## src/sv/kbt_pkg.sv

```systemverilog
// Shared types, constants and helper functions for the keyed block transposition block.
// No dependencies; every other file in sv/ imports this package.
package kbt_pkg;

  localparam int MAX_BLOCK  = 8;
  localparam int CHAR_W     = 8;
  localparam int ADDR_W     = 3;
  localparam int CNT_W      = 4;
  localparam int KEY_W      = MAX_BLOCK * ADDR_W;
  localparam int CFG_IDX_W  = 2;
  localparam int CFG_DATA_W = KEY_W;

  typedef logic [CHAR_W-1:0] char_t;
  typedef logic [ADDR_W-1:0] addr_t;
  typedef logic [CNT_W-1:0]  cnt_t;
  typedef logic [KEY_W-1:0]  key_t;

  localparam char_t PAD_CHAR   = 8'h7A;
  localparam char_t SPACE_CHAR = 8'h20;
  localparam char_t LOWER_A    = 8'h61;
  localparam char_t LOWER_Z    = 8'h7A;
  localparam char_t CASE_DELTA = 8'h20;

  localparam logic [CFG_IDX_W-1:0] CFG_DIRECTION  = 2'd0;
  localparam logic [CFG_IDX_W-1:0] CFG_BLOCK_SIZE = 2'd1;
  localparam logic [CFG_IDX_W-1:0] CFG_KEY_PERM   = 2'd2;

  localparam logic DIR_ENCRYPT = 1'b0;
  localparam logic DIR_DECRYPT = 1'b1;

  localparam cnt_t RST_BLOCK_SIZE = 4'd8;
  localparam key_t RST_KEY_PERM   = 24'hFAC688;

  // Read-side tags that travel with one buffer read.
  typedef struct packed {
    logic pad;   // position lies past the fill of a short final block
    logic last;  // final beat of this block
    logic done;  // final beat of the message
  } rd_meta_t;

  // Key entry k, clamped below the effective block size.
  function automatic addr_t key_at(key_t key, addr_t k, cnt_t size);
    addr_t v;
    v = key[k*ADDR_W +: ADDR_W];
    if ({1'b0, v} >= size) begin
      v = ADDR_W'(size - cnt_t'(1));
    end
    return v;
  endfunction

  function automatic char_t to_upper(char_t c);
    char_t r;
    r = c;
    if (c >= LOWER_A && c <= LOWER_Z) begin
      r = c - CASE_DELTA;
    end
    return r;
  endfunction

endpackage

```

## src/sv/kbt_buf_mem.sv

```systemverilog
// Block buffer: one-write, one-read synchronous memory with registered read data.
// Depends on kbt_pkg for widths.
module kbt_buf_mem (
  input  logic          clk,
  input  logic          we,
  input  kbt_pkg::addr_t waddr,
  input  kbt_pkg::char_t wdata,
  input  logic          re,
  input  kbt_pkg::addr_t raddr,
  output kbt_pkg::char_t rdata
);
  import kbt_pkg::*;

  char_t mem [MAX_BLOCK];
  char_t rdata_r;

  always_ff @(posedge clk) begin
    if (we) begin
      mem[waddr] <= wdata;
    end
  end

  always_ff @(posedge clk) begin
    if (re) begin
      rdata_r <= mem[raddr];
    end
  end

  assign rdata = rdata_r;

endmodule

```

## src/sv/kbt_seq.sv

```systemverilog
// Input acceptance, fill count and emission sequencer with permuted read addressing.
// Depends on kbt_pkg; drives kbt_buf_mem and feeds read tags to kbt_out.
module kbt_seq (
  input  logic               clk,
  input  logic               rst_n,
  input  logic               in_tvalid,
  output logic               in_tready,
  input  kbt_pkg::char_t     in_char,
  input  logic               in_end,
  input  logic               in_char_valid,
  input  logic               direction,
  input  kbt_pkg::cnt_t      size,
  input  kbt_pkg::key_t      key,
  input  logic               pipe_ready,
  output logic               mem_we,
  output kbt_pkg::addr_t     mem_waddr,
  output kbt_pkg::char_t     mem_wdata,
  output logic               rd_en,
  output kbt_pkg::addr_t     rd_addr,
  output kbt_pkg::rd_meta_t  rd_meta
);
  import kbt_pkg::*;

  localparam logic ST_IDLE = 1'b0;
  localparam logic ST_EMIT = 1'b1;

  logic  state_r, state_nxt;
  addr_t fill_r, fill_nxt;
  addr_t pos_r, pos_nxt;
  addr_t last_idx_r, last_idx_nxt;
  cnt_t  blk_fill_r, blk_fill_nxt;
  logic  done_r, done_nxt;

  logic  accept;
  logic  store;
  cnt_t  new_fill;
  logic  emit;
  addr_t src;
  logic  is_last;

  assign in_tready = (state_r == ST_IDLE);
  assign accept    = in_tvalid && in_tready;
  assign store     = in_char_valid && !(direction == DIR_ENCRYPT && in_char == SPACE_CHAR);
  assign new_fill  = {1'b0, fill_r} + (store ? cnt_t'(1) : cnt_t'(0));
  assign emit      = (new_fill >= size) || (in_end && new_fill != cnt_t'(0));

  assign mem_we    = accept && store;
  assign mem_waddr = fill_r;
  assign mem_wdata = in_char;

  // Source position for output position pos_r; decrypt takes the last key hit.
  always_comb begin
    src = pos_r;
    if (direction == DIR_ENCRYPT) begin
      src = key_at(key, pos_r, size);
    end else begin
      for (int k = 0; k < MAX_BLOCK; k++) begin
        if (cnt_t'(k) < size && key_at(key, ADDR_W'(k), size) == pos_r) begin
          src = ADDR_W'(k);
        end
      end
    end
  end

  assign is_last      = (pos_r == last_idx_r);
  assign rd_en        = (state_r == ST_EMIT) && pipe_ready;
  assign rd_addr      = src;
  assign rd_meta.pad  = ({1'b0, src} >= blk_fill_r);
  assign rd_meta.last = is_last;
  assign rd_meta.done = is_last && done_r;

  always_comb begin
    state_nxt    = state_r;
    fill_nxt     = fill_r;
    pos_nxt      = pos_r;
    last_idx_nxt = last_idx_r;
    blk_fill_nxt = blk_fill_r;
    done_nxt     = done_r;
    unique case (state_r)
      ST_IDLE: begin
        if (accept) begin
          if (emit) begin
            state_nxt    = ST_EMIT;
            fill_nxt     = '0;
            pos_nxt      = '0;
            last_idx_nxt = ADDR_W'(size - cnt_t'(1));
            blk_fill_nxt = new_fill;
            done_nxt     = in_end;
          end else begin
            fill_nxt = ADDR_W'(new_fill);
          end
        end
      end
      ST_EMIT: begin
        if (rd_en) begin
          if (is_last) begin
            state_nxt = ST_IDLE;
          end else begin
            pos_nxt = pos_r + addr_t'(1);
          end
        end
      end
      default: state_nxt = ST_IDLE;
    endcase
  end

  always_ff @(posedge clk) begin
    if (!rst_n) begin
      state_r <= ST_IDLE;
      fill_r  <= '0;
      pos_r   <= '0;
    end else begin
      state_r <= state_nxt;
      fill_r  <= fill_nxt;
      pos_r   <= pos_nxt;
    end
  end

  always_ff @(posedge clk) begin
    last_idx_r <= last_idx_nxt;
    blk_fill_r <= blk_fill_nxt;
    done_r     <= done_nxt;
  end

endmodule

```

## src/sv/kbt_out.sv

```systemverilog
// Read-data stage and output register: pad substitution, upper-casing, stall handling.
// Depends on kbt_pkg; takes read tags from kbt_seq and data from kbt_buf_mem.
module kbt_out (
  input  logic              clk,
  input  logic              rst_n,
  input  logic              rd_en,
  input  kbt_pkg::rd_meta_t rd_meta,
  input  kbt_pkg::char_t    rdata,
  output logic              pipe_ready,
  output logic              out_tvalid,
  input  logic              out_tready,
  output kbt_pkg::char_t    out_char,
  output logic              out_last,
  output logic              out_done
);
  import kbt_pkg::*;

  logic     rd_v_r, rd_v_nxt;
  rd_meta_t meta_r;
  logic     oval_r, oval_nxt;
  char_t    ochar_r;
  logic     olast_r;
  logic     odone_r;
  logic     move;
  char_t    cval;

  // Advance the read stage into the output register when it is free or draining.
  assign move       = rd_v_r && (!oval_r || out_tready);
  assign pipe_ready = !rd_v_r || move;
  assign cval       = to_upper(meta_r.pad ? PAD_CHAR : rdata);

  always_comb begin
    rd_v_nxt = rd_v_r;
    if (rd_en) begin
      rd_v_nxt = 1'b1;
    end else if (move) begin
      rd_v_nxt = 1'b0;
    end
    oval_nxt = oval_r;
    if (move) begin
      oval_nxt = 1'b1;
    end else if (out_tready) begin
      oval_nxt = 1'b0;
    end
  end

  always_ff @(posedge clk) begin
    if (!rst_n) begin
      rd_v_r <= 1'b0;
      oval_r <= 1'b0;
    end else begin
      rd_v_r <= rd_v_nxt;
      oval_r <= oval_nxt;
    end
  end

  always_ff @(posedge clk) begin
    if (rd_en) begin
      meta_r <= rd_meta;
    end
    if (move) begin
      ochar_r <= cval;
      olast_r <= meta_r.last;
      odone_r <= meta_r.done;
    end
  end

  assign out_tvalid = oval_r;
  assign out_char   = ochar_r;
  assign out_last   = olast_r;
  assign out_done   = odone_r;

endmodule

```

## src/sv/keyed_block_transposition_top.sv

```systemverilog
// Top level of the keyed block transposition block: configuration registers and wiring.
// Depends on kbt_pkg, kbt_buf_mem, kbt_seq and kbt_out.
//
//  Channel  Direction  Handshake            Content
//  in_      slave      in_tvalid/in_tready  tdata=char_in, tlast=message_end, tuser=char_valid
//  out_     master     out_tvalid/tready    tdata=char_out, tlast=block_last, tuser=message_done
//  cfg_     write      cfg_we               cfg_index selects register, cfg_wdata value
//
// A beat that completes a block (full, or message end with bytes held) holds in_tready
// low until the last byte of that block is read; the sequencer reads one permuted byte per
// cycle while pipe_ready is high from the buffer memory's single read port, and output
// bytes pass through the registered read data and then the output register.
// Reset (rst_n low, synchronous) clears the fill count, the sequencer and the output
// valids and loads the register defaults; the buffer memory is not cleared.
// A stall on out_tready holds the read stage and then the reads; nothing is dropped.
module keyed_block_transposition_top (
  input  logic                           clk,
  input  logic                           rst_n,
  input  logic                           in_tvalid,
  output logic                           in_tready,
  input  logic [7:0]                     in_tdata,   // [7:0] char_in
  input  logic                           in_tlast,
  input  logic                           in_tuser,   // [0] char_valid
  output logic                           out_tvalid,
  input  logic                           out_tready,
  output logic [7:0]                     out_tdata,  // [7:0] char_out
  output logic                           out_tlast,
  output logic                           out_tuser,  // [0] message_done
  input  logic                           cfg_we,
  input  logic [kbt_pkg::CFG_IDX_W-1:0]  cfg_index,
  input  logic [kbt_pkg::CFG_DATA_W-1:0] cfg_wdata
);
  import kbt_pkg::*;

  logic     direction_r;
  cnt_t     block_size_r;
  key_t     key_r;
  cnt_t     eff_size;

  logic     mem_we;
  addr_t    mem_waddr;
  char_t    mem_wdata;
  logic     rd_en;
  addr_t    rd_addr;
  char_t    rdata;
  rd_meta_t rd_meta;
  logic     pipe_ready;

  // Register writes; an index beyond the list is ignored.
  always_ff @(posedge clk) begin
    if (!rst_n) begin
      direction_r  <= DIR_ENCRYPT;
      block_size_r <= RST_BLOCK_SIZE;
      key_r        <= RST_KEY_PERM;
    end else if (cfg_we) begin
      unique case (cfg_index)
        CFG_DIRECTION:  direction_r  <= cfg_wdata[0];
        CFG_BLOCK_SIZE: block_size_r <= cfg_wdata[CNT_W-1:0];
        CFG_KEY_PERM:   key_r        <= cfg_wdata[KEY_W-1:0];
        default: ;
      endcase
    end
  end

  // Zero acts as one; saturate at the buffer depth.
  always_comb begin
    eff_size = block_size_r;
    if (block_size_r == cnt_t'(0)) begin
      eff_size = cnt_t'(1);
    end else if (block_size_r > cnt_t'(MAX_BLOCK)) begin
      eff_size = cnt_t'(MAX_BLOCK);
    end
  end

  kbt_seq u_seq (
    .clk           (clk),
    .rst_n         (rst_n),
    .in_tvalid     (in_tvalid),
    .in_tready     (in_tready),
    .in_char       (in_tdata),
    .in_end        (in_tlast),
    .in_char_valid (in_tuser),
    .direction     (direction_r),
    .size          (eff_size),
    .key           (key_r),
    .pipe_ready    (pipe_ready),
    .mem_we        (mem_we),
    .mem_waddr     (mem_waddr),
    .mem_wdata     (mem_wdata),
    .rd_en         (rd_en),
    .rd_addr       (rd_addr),
    .rd_meta       (rd_meta)
  );

  kbt_buf_mem u_mem (
    .clk   (clk),
    .we    (mem_we),
    .waddr (mem_waddr),
    .wdata (mem_wdata),
    .re    (rd_en),
    .raddr (rd_addr),
    .rdata (rdata)
  );

  kbt_out u_out (
    .clk        (clk),
    .rst_n      (rst_n),
    .rd_en      (rd_en),
    .rd_meta    (rd_meta),
    .rdata      (rdata),
    .pipe_ready (pipe_ready),
    .out_tvalid (out_tvalid),
    .out_tready (out_tready),
    .out_char   (out_tdata),
    .out_last   (out_tlast),
    .out_done   (out_tuser)
  );

endmodule
```

## config.mk

```make
export PLATFORM = sky130hd
export DESIGN_NAME = keyed_block_transposition_top
export DESIGN_NICKNAME = d
export VERILOG_FILES = /design/src/sv/kbt_pkg.sv /design/src/sv/kbt_buf_mem.sv /design/src/sv/kbt_seq.sv /design/src/sv/kbt_out.sv /design/src/sv/keyed_block_transposition_top.sv
export SDC_FILE = /design/constraint.sdc
export NUM_CORES = 1
export LEC_CHECK = 0
export BUFFER_PORTS_ARGS = -buffer_cell sky130_fd_sc_hd__buf_2
export CAP_MARGIN = 15
export CORE_ASPECT_RATIO = 1.5
export CORE_MARGIN = 2
export CORE_UTILIZATION = 45
export CTS_BUF_LIST = sky130_fd_sc_hd__clkbuf_4
export CTS_CLUSTER_DIAMETER = 120
export DETAILED_ROUTE_END_ITERATION = 12
export MAX_ROUTING_LAYER = met4
export PLACE_DENSITY_LB_ADDON = 0.3
export SYNTH_ARGS = -nofsm -noshare
export SYNTH_HDL_FRONTEND = slang
export SYNTH_SLANG_ARGS = --single-unit
export TNS_END_PERCENT = 20
```

## constraint.sdc

```tcl
create_clock -name clk -period 6.5 [get_ports clk]
set_input_delay 0.65 -clock clk [delete_from_list [all_inputs] [get_ports clk]]
set_output_delay 0.65 -clock clk [all_outputs]
set_load 0.02 [all_outputs]
```

Yosys cells after proc, flatten, opt, wreduce, memory -nomap -nowiden
Memories as Yosys holds them, arrays and structs flattened. A register that Yosys moved wholly into a read port is not among the register bits.
Cells that the tools add are included.
- $add $sub $neg: 4
- multipliers: 1
- magnitude comparators: 22
- equal/unequal tests: 16
- shifts and indexed selects: 1
- multiplexer cells: 48
- bitwise operators: 2
- reduce and logical (&&, ||, !) cells: 34
- operators by type and width (cell ; count):
    $mux 3 ; 31
    $ge 3x4->1 ; 10
    $eq 3x3->1 ; 9
    $shiftx 24x6->3 ; 1
    $logic_and 1x1->1 ; 17
    $lt 3x4->1 const A ; 4
    $mux 8 ; 2
    $mux 1 ; 11
    $eq 8x6->1 const B ; 1
    $ge 8x7->1 const B ; 1
    $le 8x7->1 const B ; 1
    $lt 1x4->1 const A ; 2
    $lt 2x4->1 const A ; 2
    $mux 4 ; 2
    $ne 2x2->1 const B ; 4
    $reduce_and 2->1 ; 4
    $sub 8x6->8 const B ; 1
    $pmux 3 s2 ; 1
    $mul 3x2->5 const B ; 1
    $add 3x4->4 ; 1
    $ge 4x4->1 ; 1
    $gt 4x4->1 const B ; 1
    $logic_not 4->1 ; 1
    $reduce_and 4->1 ; 1
    other kinds (12) ; 18
- flip-flop bits (word level): 59
- RAM bits: 64
- bits of input ports: 41
- output and inout bits: 12
- word-level logic and storage cells: 146
- memories: 1
- memories (name ; words ; width ; read ports ; clocked after Yosys merged registers in ; write ports ; line ; text):
    u_mem.mem ; 8 ; 8 ; 1 ; 1 ; 1 ; kbt_buf_mem.sv:14 ; char_t mem [MAX_BLOCK];

Depth between registers and ports, before layout
- word-level depth: 18
- mapped depth: 19
- mapped depth without buffers: 18

Cells and area by module
A second synthesis with hierarchy kept.
- cell total of the unflattened synthesis: 617
- area, all modules: 7372.1 sq um
- modules (own cells, without submodules) (module ; instances ; cells each ; area an instance (sq um) ; seq. area each (sq um)):
    kbt_buf_mem ; 1 ; 114 ; 2771.4 ; 2162.1
    kbt_seq ; 1 ; 330 ; 2740.1 ; 380.4
    keyed_block_transposition_top ; 1 ; 130 ; 1228.7 ; 580.6
    kbt_out ; 1 ; 43 ; 631.9 ; 430.4

Worst setup path before layout
OpenSTA, ideal clock, no wires.
- path kind: register to register
- from: reg block_size_r[1]
- to: reg u_out.meta_r[2] (netlist bit), data pin
- library setup time: 0.254 ns
- arrival: 4.075 ns
- data required time: 6.246 ns
- setup slack: 2.171 ns
- stages on the path, launching flop included: 19
- buffers on the path: 1
- period minus slack after synthesis: 4.329 ns
- cells stage by stage: dfxtp_1 -> o21ba_2 -> nor2_1 -> ha_1 -> nand2b_1 -> a211o_1 -> a221oi_2 -> a31oi_1 -> a2111oi_2 -> o221ai_1 -> a211oi_2 -> or2_1 -> buf_4 -> inv_2 -> ha_1 -> nand2b_1 -> a21o_1 -> a21oi_1 -> nor2_1
- RTL lines (what ; line ; text):
    from (decl) ; keyed_block_transposition_top.sv:36 ; cnt_t block_size_r;
    from (signal assigned) ; keyed_block_transposition_top.sv:58 ; CFG_BLOCK_SIZE: block_size_r <= cfg_wdata[CNT_W-1:0];
    to (signal assigned) ; kbt_out.sv:59 ; meta_r <= rd_meta;
    to (decl) ; kbt_out.sv:19 ; rd_meta_t meta_r;

Final worst setup path
- from: reg block_size_r[2]
- to: reg u_mem.rdata_r[7], in the netlist u_mem.rdata[7], read port of u_mem.mem, data pin
- longest elaborated chain between the ends: 17
- elaborated cells between the ends (all ways): 64
- classes of those cells: add/sub: 1; order compare: 18; eq/ne: 8; mux: 28; reduce/logical: 9
- RTL lines (what ; line ; text):
    $gt 4x4->1 ; keyed_block_transposition_top.sv:70 ; end else if (block_size_r > cnt_t'(MAX_BLOCK)) begin
    $mux 4 ; keyed_block_transposition_top.sv:70 ;
    $mux 4 * ; keyed_block_transposition_top.sv:68 ; if (block_size_r == cnt_t'(0)) begin
    $ge 3x4->1 / $sub 3x1->3 (equally long branches) ; kbt_pkg.sv:45, kbt_pkg.sv:46 ;
    $mux 3 ; kbt_pkg.sv:45 ; if ({1'b0, v} >= size) begin
    $mux 3 ; kbt_seq.sv:54 ; if (direction == DIR_ENCRYPT) begin
    $eq 3x3->1 ; kbt_seq.sv:58 ; if (cnt_t'(k) < size && key_at(key, ADDR_W'(k), size) == pos_r) begin
    $logic_and 1x1->1 ; kbt_seq.sv:58 ;
    $mux 3 (8 in a row) ; kbt_seq.sv:58 ;
    $mux 3 * ; kbt_seq.sv:54 ;
    to (decl) ; kbt_buf_mem.sv:15 ; char_t rdata_r;
Mark *: on every way between the ends. The rest lies on a longest branch, timed or not. The select of a mux whose other input is x is not followed.
A chain may end at the register's enable or synchronous reset.

==> out/results.txt <==
WL per Instance -> 19.7 microns
Area delta synth->final -> 10.7%
Worst-skew pair later-pin latency -> 560 ps
Total track usage -> 23.8%
GR Util met2 -> 41.8%
Hold-fix buffers, CTS -> 0
Req. time, crit path -> 6750 ps
Initial antenna violation count -> 1
# rows -> 57
Synthesized area -> 7450 sq um
Top_reg_cell synth -> edfxtp_1
CTS tree -> done
FF-to-FF End -> u_mem.rdata[7]
M1 GR Usage -> 24.2%
Final GP Congestion -> 0.967
Yosys reg bits -> 131
Nature of the critical path endpoint -> flop
Final ANT Viol Nets -> 0
DP Cell Count -> 935
Final Hold Slack -> 283 ps
Top cells by count, synth -> 93 x edfxtp_1, 86 x nand2_1, 38 x dfxtp_1
Synth Area per Inst -> 10.8 sq um
DIE AREA -> 17600 sq um
Vias in the first global route -> 5895
Capture point of the worst path -> u_mem.rdata[7]
Transition time of the tightest slew-check pin -> 926 ps
Final Cycle Share -> 83.9%
Met3 usage -> 4.76%
Starting DRT DRC Count -> 335
Crit. Startpoint -> block_size_r[2]
Util after Layout -> 51.0%
H-tree depth -> 4
CTS sink cnt -> 131
Initial Utilization -> 46.0%
Finished Layout Cells -> 969
I/O Pins -> 53
PwrDens -> 227 nW/um^2
Nets -> 827
Final setup TNS -> 0 ps
Fin. Hold Viols -> 0
Reg clk slew, reported paths -> 120 ps
Final WL -> 19100 microns
Fmax -> 183 MHz
Avg Vias per Cell -> 5.92
Synth area leaders -> edfxtp_1 37%, dfxtp_1 10%, ha_1 6.2%
Grt peak-use layer -> met2
Clock Skew -> 18.9 ps
Via count -> 5737
Seq/Total Area, Yosys -> 47.7%
Die height -> 162 microns
Filler cell count -> 1475
Post-CTS Setup Bufs -> 0
Core Box Area -> 16200 sq um
Synth Warn # -> 0
RSZ-0062 raised after global routing -> false
Final instance area -> 8250 sq um
Place WS -> 1210 ps
Multi-input gate area -> 3610 sq um
Number of synthesized flops with an enable pin -> 93
DRT Pass-1 Iters -> 5
Top-area cell type share of the netlist area -> 37.5%
Clk buf depth -> 2
Slack of the critical path -> 1040 ps
Kind of critical path -> flop to flop
VDD IR max -> 94.7 uV
R2r setup slk -> 1040 ps
RR Startpoint -> block_size_r[2]
Remaining Overflow, GRT -> 0
Synth async-reset ratio -> 0%
# port buffers -> 52
Final setup fails -> 0
Post-synth top area cell -> edfxtp_1
Mapped Cells -> 691
Syn nets -> 769
Hold/Removal Path Class -> input port to flop
Unique masters post-synth -> 82
CTS Buf Count -> 17
Status -> complete, no violations
Minimum clock period -> 5460 ps
Die X -> 109 microns
Top-count cell post-synth -> edfxtp_1
Placed inst area -> 7940 sq um
# resized after CTS -> 0
Startpoint types -> flop
First-pass GRT wire length -> 30700 microns
Tot Pwr -> 1.87 mW
Slew HR -> 38.2%
DRC viols -> 0
Pin count of the biggest net entering global routing -> 36
Slew Limit Fails -> 0
Worst reg2reg path depth -> 16
Root Driver -> clkbuf_4
Share of post-route cells with drive strength above 1 -> 19.0%
HPWL Detailed -> 14400 microns
Worst-path fanout max -> 15
Max Cap Viol -> 0
Worst Hold Depth -> 1
CP arrival -> 5700 ps
Storage cell area -> 3550 sq um
LEAKAGE -> 3.05 nW
-- cell families after synthesis --
family                   synth area share (%)
flip-flops                               47.7
multiplexers                             4.37
buffers and inverters                    3.90
AO/OA/AOI/OAI                            19.4
XOR/XNOR                                 2.18
AND/OR/NAND/NOR                          16.2
adder cells (fa/ha/maj)                  6.21
-- flip-flops by register name (all words and copies together), names as in the netlist, 3 cells and up --
register / flops
u_seq.mem_waddr: 3
u_seq.pos_r: 3
u_seq.blk_fill_r: 4
key_r: 24
block_size_r: 4
u_out.meta_r: 3
u_mem.mem: 64
u_seq.last_idx_r: 3
u_out.out_char: 8
u_mem.rdata: 8
-- how the worst min path moves through the flow --
| stage | startpoint | endpoint | slack (ps) |
|---|---|---|---|
| after floorplan | u_out.meta_r[0] | u_out.out_done | 400 |
| after global placement | u_out.meta_r[1] | u_out.out_last | 400 |
| after detailed placement | u_out.meta_r[0] | u_out.out_done | 410 |
| after CTS | in_tlast | u_seq.done_r | 240 |
| after global routing | in_tlast | u_seq.done_r | 230 |
| final | in_tlast | u_seq.done_r | 280 |
-- critical path, stage by stage (launching register included) --
cell and delay, ps:
dfxtp_1 620, o21ba_2 220, nor2_1 40, buf_4 210
ha_1 280, nand2b_1 160, a211o_1 350, a221oi_2 240
a31oi_1 80, a2111oi_2 660, o221ai_1 310, a211oi_2 240
buf_4 220, or2_1 430, and2_1 220, a2111oi_0 70
nor4b_1 800
-- power by group --
part | leakage (nW) | internal (mW) | switching [mW]
logic | 1.75 | 0.136 | 0.199
clock network | 0.154 | 0.280 | 0.311
registers | 1.15 | 0.924 | 0.0231
total | 3.05 | 1.34 | 0.533
-- cell type report --
type | instances | area share (%)
clock inverters | 12 | 1.88
flip-flops and latches | 131 | 43.1
clock buffers | 20 | 1.82
inverters | 30 | 1.40
repair buffers | 72 | 4.97
diodes | 1 | 0.0303
well taps | 206 | 3.12
multi-input cells | 497 | 43.7
-- layer usage --
layer | wire length (microns) | share of wire (%)
met1 | 7210 | 38
met2 | 10100 | 53
met3 | 750 | 3.9
met4 | 962 | 5.0
met5 | 0 | 0
-- cell usage in the layout (no fill, tap or decap), types with 10 or more instances in the layout --
cell	instances
edfxtp_1	93
nand2_1	86
buf_2	52
dfxtp_1	38
nor2_1	37
ha_1	37
a21oi_1	33
inv_1	28
clkbuf_4	20
buf_4	20
nor2b_1	15
nand2b_1	15
nand3_1	15
o21a_1	15
mux2i_1	13
a21boi_0	13
a211oi_1	12
o21ai_0	10
xor2_1	10
and2_1	10
(Power assumes the default switching activity.)
